$ cat config.mk
export PLATFORM = sky130hd
export DESIGN_NAME = ccc_stage
export DESIGN_NICKNAME = d
export VERILOG_FILES = /design/src/rtl/ccc_pkg.sv /design/src/rtl/ccc_stage.sv
export SDC_FILE = /design/constraint.sdc
export NUM_CORES = 1
export LEC_CHECK = 0
export CAP_MARGIN = 15
export CORE_UTILIZATION = 60
export DETAILED_ROUTE_END_ITERATION = 8
export DONT_BUFFER_PORTS = 1
export PLACE_DENSITY = 0.76
export SYNTH_ARGS = -nofsm -noshare
export SYNTH_HDL_FRONTEND = slang
export SYNTH_SLANG_ARGS = --single-unit
$ cat constraint.sdc
create_clock -name clk -period 3.7 [get_ports clk]
set_input_delay 0.555 -clock clk [delete_from_list [all_inputs] [get_ports clk]]
set_output_delay 0.555 -clock clk [all_outputs]
set_load 0.005 [all_outputs]
$ cat src/rtl/ccc_pkg.sv
// Shared types, constants and the arctangent table of the coordinate converter.
`timescale 1ns / 1ps

package ccc_pkg;

  localparam int FRAC = 14;
  localparam int XW = 34;
  localparam int ZW = 32;
  localparam int PW = 49;
  localparam logic [31:0] GAIN_Q32 = 32'h9B74EDA8;

  localparam logic FUNC_POLAR = 1'b0;
  localparam logic FUNC_RECT = 1'b1;

  typedef struct packed {
    logic                 valid;
    logic                 func;
    logic                 bypass;
    logic signed [15:0]   im;
    logic signed [XW-1:0] x;
    logic signed [XW-1:0] y;
    logic [ZW-1:0]        z;
  } ccc_stage_t;

  function automatic logic [ZW-1:0] atan_angle(input logic [4:0] idx);
    logic [ZW-1:0] a;
    case (idx)
      5'd0:    a = 32'h20000000;
      5'd1:    a = 32'h12E4051E;
      5'd2:    a = 32'h09FB385B;
      5'd3:    a = 32'h051111D4;
      5'd4:    a = 32'h028B0D43;
      5'd5:    a = 32'h0145D7E1;
      5'd6:    a = 32'h00A2F61E;
      5'd7:    a = 32'h00517C55;
      5'd8:    a = 32'h0028BE53;
      5'd9:    a = 32'h00145F2F;
      5'd10:   a = 32'h000A2F98;
      5'd11:   a = 32'h000517CC;
      5'd12:   a = 32'h00028BE6;
      5'd13:   a = 32'h000145F3;
      5'd14:   a = 32'h0000A2FA;
      5'd15:   a = 32'h0000517D;
      5'd16:   a = 32'h000028BE;
      5'd17:   a = 32'h0000145F;
      5'd18:   a = 32'h00000A30;
      5'd19:   a = 32'h00000518;
      5'd20:   a = 32'h0000028C;
      5'd21:   a = 32'h00000146;
      5'd22:   a = 32'h000000A3;
      5'd23:   a = 32'h00000051;
      5'd24:   a = 32'h00000029;
      5'd25:   a = 32'h00000014;
      5'd26:   a = 32'h0000000A;
      5'd27:   a = 32'h00000005;
      5'd28:   a = 32'h00000003;
      5'd29:   a = 32'h00000001;
      5'd30:   a = 32'h00000001;
      default: a = 32'h00000000;
    endcase
    return a;
  endfunction

endpackage

$ cat src/rtl/ccc_stage.sv
// One registered micro-rotation of the converter pipeline.
`timescale 1ns / 1ps

module ccc_stage import ccc_pkg::*; #(
  parameter int STAGE = 0
) (
  input  logic       clk,
  input  logic       rst,
  input  ccc_stage_t d,
  output ccc_stage_t q
);

  logic signed [XW-1:0] x_sh;
  logic signed [XW-1:0] y_sh;
  logic [ZW-1:0]        angle;
  logic                 plus;
  ccc_stage_t           q_next;

  always_comb begin
    x_sh = $signed(d.x) >>> STAGE;
    y_sh = $signed(d.y) >>> STAGE;
    angle = atan_angle(5'(STAGE));
    plus = (d.func == FUNC_POLAR) ? !d.y[XW-1] : d.z[ZW-1];
    q_next = d;
    if (plus) begin
      q_next.x = d.x + y_sh;
      q_next.y = d.y - x_sh;
      q_next.z = d.z + angle;
    end else begin
      q_next.x = d.x - y_sh;
      q_next.y = d.y + x_sh;
      q_next.z = d.z - angle;
    end
  end

  always_ff @(posedge clk) begin
    if (rst) begin
      q <= '0;
    end else begin
      q <= q_next;
    end
  end

endmodule

---- Word level (Yosys, flattened, before mapping) ----
Index checks and enable logic that the tools add are counted.
word-level totals
  input bits .............................. 121
  word-level logic and storage cells ...... 15
  bits in registers ....................... 119
  output and inout port bits .............. 119
cells by class
  reduce and logical (&&, ||, !) cells .... 1
  $add $sub $neg .......................... 5
  muxes and demuxes ....................... 2
operators by type and width
  cell                      count
  $mux W100                 1
  $sub A34 B34 Y34          2
  $add A34 B34 Y34          1
  $add A32 B30 Y32 const B  1
  $sub A32 B30 Y32 const B  1
  $logic_not A1 Y1          1
  $mux W1                   1

---- Depth between registers and ports, before layout ----
Gate-level depths: netlist of the first run.
  depth in word-level cells ............... 3
  gate-level depth with buffers ........... 13

---- Least setup slack after synthesis of the first run ----
OpenSTA, ideal clock, no wires.
  path type ............................... input -> register
  start point ............................. input port d[44] (netlist bit)
  end point ............................... register q[53] (netlist bit)
  buffers on the path ..................... 1
  arrival time ............................ 2.695 ns
  cell stages on the path ................. 12
  setup slack ............................. 0.881 ns
  library setup time ...................... 0.123 ns
  cell sequence ........................... inv_1 -> ha_1 -> buf_2 -> or2_1 -> o2111ai_1 -> a211oi_1 -> a21o_1 -> nor4_1 -> o31ai_1 -> nand2_1 -> o221ai_1 -> mux2_1
on the way
  longest elaborated chain between the ends .. 2
RTL lines
  what                                                  RTL line                          RTL
  from (decl)                                           ccc_stage.sv:9                    input ccc_stage_t d,
  $add A34 B34 Y34 or $sub A34 B34 Y34 (tied branches)  ccc_stage.sv:31, ccc_stage.sv:27
  $mux W100 (*)                                         ccc_stage.sv:25                   if (plus) begin
  to (signal assigned)                                  ccc_stage.sv:40                   q <= q_next;
  to (decl)                                             ccc_stage.sv:10                   output ccc_stage_t q
Every way passes the cells marked *; elsewhere a longest branch is shown, timed or not.
A chain may end at the register's enable or synchronous reset.

---- Final worst setup path of the first run ----
  start point ............................. input port d[45] (netlist bit)
  end point ............................... register q[53] (netlist bit)
The elaborated chain is that of the path after synthesis.

==> summary.md, run 1 <==
| Metric | Value |
|---|---|
| Status | `finished clean` |
| Slew Viols, Final | `0` |
| Final period util | `82.75%` |
| Fillers | `1202` |
| Share of cells above drive strength 1 | `6.869%` |
| Post-CTS Setup Bufs | `0` |
| DRC viols | `0` |
| Number of synthesized register bits | `118` |
| Quantity of I/O buffers inserted on ports | `0` |
| Dominant synthesized flop cell | `dfxtp_1` |
| Placeable Area | `14040 um2` |
| Vias in the first global route | `7260` |
| Vias per cell | `6.244` |
| # setup viols final | `0` |
| RSZ-0062 raised after global routing | `false` |
| Hold Crit Class | `in -> reg` |
| Most common cell after layout, fill and taps aside | `nor2_1` |
| Via count | `8136` |
| Die width | `122.8 um` |
| DR pass1 iterations | `6` |
| Grt ovf | `0` |
| Post-DP HPWL | `19790 um` |
| ANT nets after route | `0` |
| Worst EP arrival | `3390 ps` |
| Post-synth top area cell | `dfxtp_1` |
| Die ar. | `15070 um2` |
| Ys async rst share | `0%` |
| Cells after Synth | `1130` |
| Post-Syn Nets | `1354` |
| # IOs | `240` |
| EDFF count, synth | `0` |
| Rel. slew slack | `37.65%` |
| Setup CP Type | `in -> reg` |
| Setup tns final | `0 ps` |
| First DRT Iteration DRCs | `1021` |
| Core Rows | `43` |
| Worst Tran Pin Value | `935.2 ps` |
| Share of the synthesized area in the top cell type | `26.99%` |
| Minimum clock period after layout | `3062 ps` |
| Cts repair resizes | `0` |
| Max FO, Critical Path | `14` |
| Hold Fails Final Rpt | `0` |
| MaxCap Viol Count | `0` |
| Wire per inst | `19.74 um` |
| Fmax | `326.6 MHz` |
| Max H-tree Level | `4` |
| CTS buffer count | `17` |
| Clock buffer depth | `2` |
| Clk sinks | `118` |
| Setup WS post-layout | `638.2 ps` |
| Routability cong. | `0.9853` |
| Startpoint type of the worst setup path | `input pin` |
| Fin nets | `1332` |
| Clock root buffer | `clkbuf_16` |
| Mapped cell area | `8752 um2` |
| Cell variety after synth | `72` |
| Global-route wire length before repair | `38160 um` |
| Pre-CTS worst setup slack | `317.0 ps` |
| Initial core utilization | `62.33%` |
| CTS clk-pin slew, worst paths | `70 ps` |
| Avg Inst Size Synth | `7.745 um2` |
| Synth area leaders | `dfxtp_1, ha_1, a21oi_1, nor2_1, inv_1` |
| Die height | `122.8 um` |
| Initial antenna violation count | `2` |
| Max FFs per register | `118` |
| Post-route non-filler standard cell count | `1303` |
| CTS tree | `done` |
| Drt total wl | `25720 um` |
| P&R area growth vs syn | `7.977%` |
| Worst VDD drop | `0.0003166 V` |
| Pwr dens | `452.5 nW/um2` |
| Largest register by flop count | `q` |
| DP Cell Count | `1269` |
| Crit end category | `register` |
| Sequential share of the synthesized area | `26.99%` |
| Most frequent cells in the layout | `nor2_1, a21oi_1, dfxtp_1` |
| Largest net degree at the start of global routing | `120` |
| Biggest regs | `q x118` |
| Total track usage | `33.12%` |
| Leakage | `4.294 nW` |
| Ys Warns | `0` |
| Cts hold-fix bufs | `0` |
| CP required | `4020 ps` |
| Worst hold slack | `194.7 ps` |
routing by layer:
metal	track usage, %	vias to the layer above	routed length, um
met4	15.70	0	996
met5	0	-	0
li1	-	3802	-
met2	53.65	566	11880
met1	42.03	3682	10260
met3	6.459	86	2579
power breakdown:
group | internal, mW | switching [mW]
logic | 0.442 | 0.706
clock network | 0.898 | 0.727
registers | 1.42 | 0.0861
stage by stage:
stage	total power, mW	utilization, %	cell area (um2)
after floorplan	2.366	-	8752
after global placement	2.641	63.12	8864
after detailed placement	2.643	63.12	8864
after CTS	4.264	67.26	9445
after global routing	4.449	67.30	9450
final	4.276	67.30	9450
cell type report:
cell class / count / area [um2] / share of cell area, %
timing repair buffer: 16 / 120.1 / 1.271
sequential: 118 / 2362 / 25.00
antenna: 2 / 5.005 / 0.05296
clock buffer: 17 / 425.4 / 4.502
multi-input combinational: 846 / 5747 / 60.81
inverter: 109 / 409.1 / 4.329
tap: 180 / 225.2 / 2.383
clock inverter: 15 / 156.4 / 1.655
path summary, 6_finish.rpt:
| path | cells past startpoint | start | endpoint | slack [ps] |
|---|---|---|---|---|
| worst max-delay path | 12 | d[45] | q[53] | 640 |
| worst min-delay path | 1 | rst | q[106] | 190 |
critical path: stages:
cell and delay (ps):
inv_1 20, ha_1 570, inv_1 140, a21oi_1 330, a21boi_1 230, and3_1 270
a21o_1 230, nor4_1 70, o31ai_1 310, nand2_1 90, o221ai_1 200, mux2_1 370
kinds of logic after synthesis:
kind of cell	count (synthesis)	share of synthesized area [%]
AO/OA/AOI/OAI	316	22.83
multiplexers	26	3.002
XOR/XNOR	53	5.304
flip-flops	118	26.99
buffers and inverters	166	7.477
AND/OR/NAND/NOR	348	19.33
adder cells (fa/ha/maj)	103	15.07
synthesized netlist by cell type (12+ instances only):
| master | count |
|---|---|
| a211oi_1 | 13 |
| a21o_1 | 20 |
| a21oi_1 | 122 |
| buf_2 | 16 |
| clkbuf_1 | 32 |
| dfxtp_1 | 118 |
| ha_1 | 99 |
| inv_1 | 106 |
| mux2i_1 | 24 |
| nand2_1 | 51 |
| nand2b_1 | 21 |
| nand3_1 | 14 |
| nand4_1 | 12 |
| nor2_1 | 140 |
| nor2b_1 | 60 |
| nor3_1 | 15 |
| o21ai_0 | 44 |
| o21ai_1 | 18 |
| o21bai_1 | 26 |
| xnor2_1 | 40 |
| xor2_1 | 13 |
Note: power is estimated with default switching activity, not from simulation.
==> run 2, diff against run 1 <==
--- a/config.mk
+++ b/config.mk
@@ -5,6 +5,7 @@
 export SDC_FILE = /design/constraint.sdc
 export NUM_CORES = 1
 export LEC_CHECK = 0
+export ABC_AREA = 1
 export CAP_MARGIN = 15
 export CORE_UTILIZATION = 60
 export DETAILED_ROUTE_END_ITERATION = 8
==> constraint.sdc (replaced) <==
create_clock -name clk -period 2.95 [get_ports clk]
set_input_delay 0.4425 -clock clk [delete_from_list [all_inputs] [get_ports clk]]
set_output_delay 0.4425 -clock clk [all_outputs]
set_load 0.005 [all_outputs]
==> summary.md, run 2 <==
| Metric | Value |
|---|---|
| Minimum clock period after layout | `2173 ps` |
| Via count | `11.17k (was 8136)` |
| Status | `finished clean (unchanged)` |
| First DRT Iteration DRCs | `1303 (was 1021)` |
| Global-route wire length before repair | `53810 um (was 38160 um)` |
| Launch point of the worst path | `d[44] (was d[45])` |
| EDFF count, synth | `0 (unchanged)` |
| Tot Pwr | `5.685 mW (was 4.276 mW)` |
| # IOs | `240 (unchanged)` |
| Max FFs per register | `118 (unchanged)` |
| Fin nets | `1908 (was 1332)` |
| Setup tns final | `0 ps (unchanged)` |
| Crit path to | `q[91] (was q[53])` |
| Cell variety after synth | `45 (was 72)` |
| Worst VDD drop | `0.0004320 V (was 0.0003166 V)` |
| Final period util | `73.65%` |
| P&R area growth vs syn | `5.898% (was 7.977%)` |
| Grt ovf | `0 (unchanged)` |
| Vias in the first global route | `10.32k (was 7260)` |
| Post-route non-filler standard cell count | `1917 (was 1303)` |
| Biggest regs | `q x118 (unchanged)` |
| Avg Inst Size Synth | `6.097 um2 (was 7.745 um2)` |
| Met2 Usage GRT | `63.04% (was 53.65%)` |
| Worst Tran Pin Value | `819.6 ps (was 935.2 ps)` |
| Synth area leaders | `dfxtp_1, nand2_1, ha_1, inv_1, nor2_1 (was dfxtp_1, ha_1, a21oi_1, nor2_1, inv_1)` |
| Pre-CTS worst setup slack | `457.6 ps (was 317.0 ps)` |
| Met3 usage | `8.277% (was 6.459%)` |
| Slew Viols, Final | `0 (unchanged)` |
| Ys async rst share | `0% (unchanged)` |
| Drt total wl | `35530 um (was 25720 um)` |
| Cell with the most instances after synthesis | `nand2_1 (was nor2_1)` |
| Hold Crit Class | `in -> reg (unchanged)` |
| Initial antenna violation count | `0 (was 2)` |
| Max H-tree Level | `4 (unchanged)` |
| CTS clk-pin slew, worst paths | `60 ps (was 70 ps)` |
| Vias per cell | `5.825 (was 6.244)` |
| Die width | `133.9 um (was 122.8 um)` |
| Share of the synthesized area in the top cell type | `22.63% (was 26.99%)` |
| Hold Fails Final Rpt | `0 (unchanged)` |
| Post-DP HPWL | `28540 um (was 19790 um)` |
| Crit end category | `register (unchanged)` |
| MaxCap Viol Count | `0 (unchanged)` |
| Largest net degree at the start of global routing | `74 (was 120)` |
| Cts hold-fix bufs | `0 (unchanged)` |
| Cells after Synth | `1712 (was 1130)` |
| CP required | `3300 ps (was 4020 ps)` |
| CTS buffer count | `17 (unchanged)` |
| Die height | `133.9 um (was 122.8 um)` |
| Worst hold slack | `79.15 ps (was 194.7 ps)` |
| Worst EP arrival | `2530 ps (was 3390 ps)` |
| Cts repair resizes | `0 (unchanged)` |
| Most frequent cells in the layout | `nand2_1, inv_1, nor2_1 (was nor2_1, a21oi_1, dfxtp_1)` |
| Final core area utilization | `65.95% (was 67.30%)` |
| DR pass1 iterations | `8 (was 6)` |
| Placeable Area | `16760 um2 (was 14040 um2)` |
| Leakage | `5.876 nW (was 4.294 nW)` |
| Startpoint type of the worst setup path | `input pin (unchanged)` |
| DRC viols | `0 (unchanged)` |
| Post-Syn Nets | `1936 (was 1354)` |
| Largest register by flop count | `q (unchanged)` |
| Share of cells above drive strength 1 | `7.425% (was 6.869%)` |
| # diodes | `0 (was 2)` |
| Global route hottest layer | `met2 (unchanged)` |
| Die ar. | `17930 um2 (was 15070 um2)` |
| Met1 usage | `51.99% (was 42.03%)` |
| Post-CTS Setup Bufs | `0 (unchanged)` |
| Clk sinks | `118 (unchanged)` |
| Fin area | `11050 um2 (was 9450 um2)` |
| Post-synth top area cell | `dfxtp_1 (unchanged)` |
| Placed Area | `10470 um2 (was 8864 um2)` |
| Fmax | `460.3 MHz` |
| Initial core utilization | `62.28% (was 62.33%)` |
| Most frequent cells after synthesis | `nand2_1, inv_1, nor2_1 (was nor2_1, a21oi_1, dfxtp_1)` |
| RSZ-0062 raised after global routing | `false (unchanged)` |
| Clock buffer depth | `2 (unchanged)` |
| Setup CP Type | `in -> reg (unchanged)` |
| Quantity of I/O buffers inserted on ports | `0 (unchanged)` |
| # setup viols final | `0 (unchanged)` |
| DP Cell Count | `1885 (was 1269)` |
| Wire per inst | `18.53 um (was 19.74 um)` |
| Routability cong. | `1.028 (was 0.9853)` |
| Number of synthesized register bits | `118 (unchanged)` |
| Total track usage | `39.32% (was 33.12%)` |
| Core Rows | `47 (was 43)` |
| Clock root buffer | `clkbuf_16 (unchanged)` |
| Rel. slew slack | `45.36% (was 37.65%)` |
| Dominant synthesized flop cell | `dfxtp_1 (unchanged)` |
| CTS tree | `done (unchanged)` |
| Pwr dens | `514.3 nW/um2 (was 452.5 nW/um2)` |
| Sequential share of the synthesized area | `22.63% (was 26.99%)` |
| Mapped cell area | `10440 um2 (was 8752 um2)` |
| ANT nets after route | `0 (unchanged)` |
| Ys Warns | `0 (unchanged)` |
| Max FO, Critical Path | `9 (was 14)` |
| Setup WS post-layout | `777.3 ps (was 638.2 ps)` |
| Most common cell after layout, fill and taps aside | `nand2_1 (was nor2_1)` |
==> run 2: cell count changes after synthesis, moves of 15 or more <==
cell | previous run | this run
nand2_2 | 0 | 16
nand2_1 | 51 | 430
mux2i_1 | 24 | 0
xor2_1 | 13 | 33
o21ai_0 | 44 | 65
a21oi_1 | 122 | 152
a21o_1 | 20 | 5
xnor2_1 | 40 | 1
nand2b_1 | 21 | 1
inv_1 | 106 | 250
nand3_1 | 14 | 131
inv_2 | 3 | 23
nor2_1 | 140 | 209
nor2b_1 | 60 | 0
==> run 2: cell families (layout without fill, tap and decap cells) <==
| group | Yosys count | after routing | synth area share [%] |
|---|---|---|---|
| adder cells (fa/ha/maj) | 103 | 103 | 12.63 |
| buffers and inverters | 333 | 318 | 13.19 |
| AND/OR/NAND/NOR | 849 | 849 | 34.49 |
| AO/OA/AOI/OAI | 275 | 275 | 14.21 |
| XOR/XNOR | 34 | 34 | 2.853 |
| flip-flops | 118 | 118 | 22.63 |
==> run 2: critical path, cell delays in order <==
cell and delay, ps:
inv_1 20, ha_1 460, a21oi_1 400, o21ai_1 240, a21oi_1 360, nor2_1 70, nor2_1 140, nand3_1 90
nand3_1 100, nand2_1 60, nor2_1 150
==> run 2: layer usage <==
layer,vias up,share of wire [%]
li1,5298,-
met1,5063,41
met2,723,44
met3,83,12
met4,0,2.9
met5,-,0
==> run 2: how the worst min path moves through the flow <==
| stage | slack [ps] | end | startpoint | cells after the start |
|---|---|---|---|---|
| 2_1_floorplan | 510 | q[29] | d[29] | 1 |
| 3_3_place_gp | 510 | q[29] | d[29] | 1 |
| 3_5_place_dp | 520 | q[29] | d[29] | 1 |
| 4_1_cts | 80 | q[104] | rst | 1 |
| 5_1_grt | 80 | q[103] | rst | 1 |
| 6_report | 80 | q[25] | rst | 1 |
==> run 2: area by class of cell <==
cell class / count / area [um2]
Timing Repair Buffer: 10 / 87.58
Fill cell: 1573 / 5707
Sequential cell: 118 / 2362
Tap cell: 220 / 275.3
Clock buffer: 18 / 439.2
Inverter: 276 / 1039
Clock inverter: 14 / 140.1
Multi-Input combinational cell: 1261 / 6710
==> run 2: power breakdown <==
group	internal [mW]	switching [mW]	total, mW	leakage, nW
Clock	1.20	0.879	2.08	0.280
Sequential	1.76	0.0973	1.85	0.984
Combinational	0.537	1.21	1.75	4.61
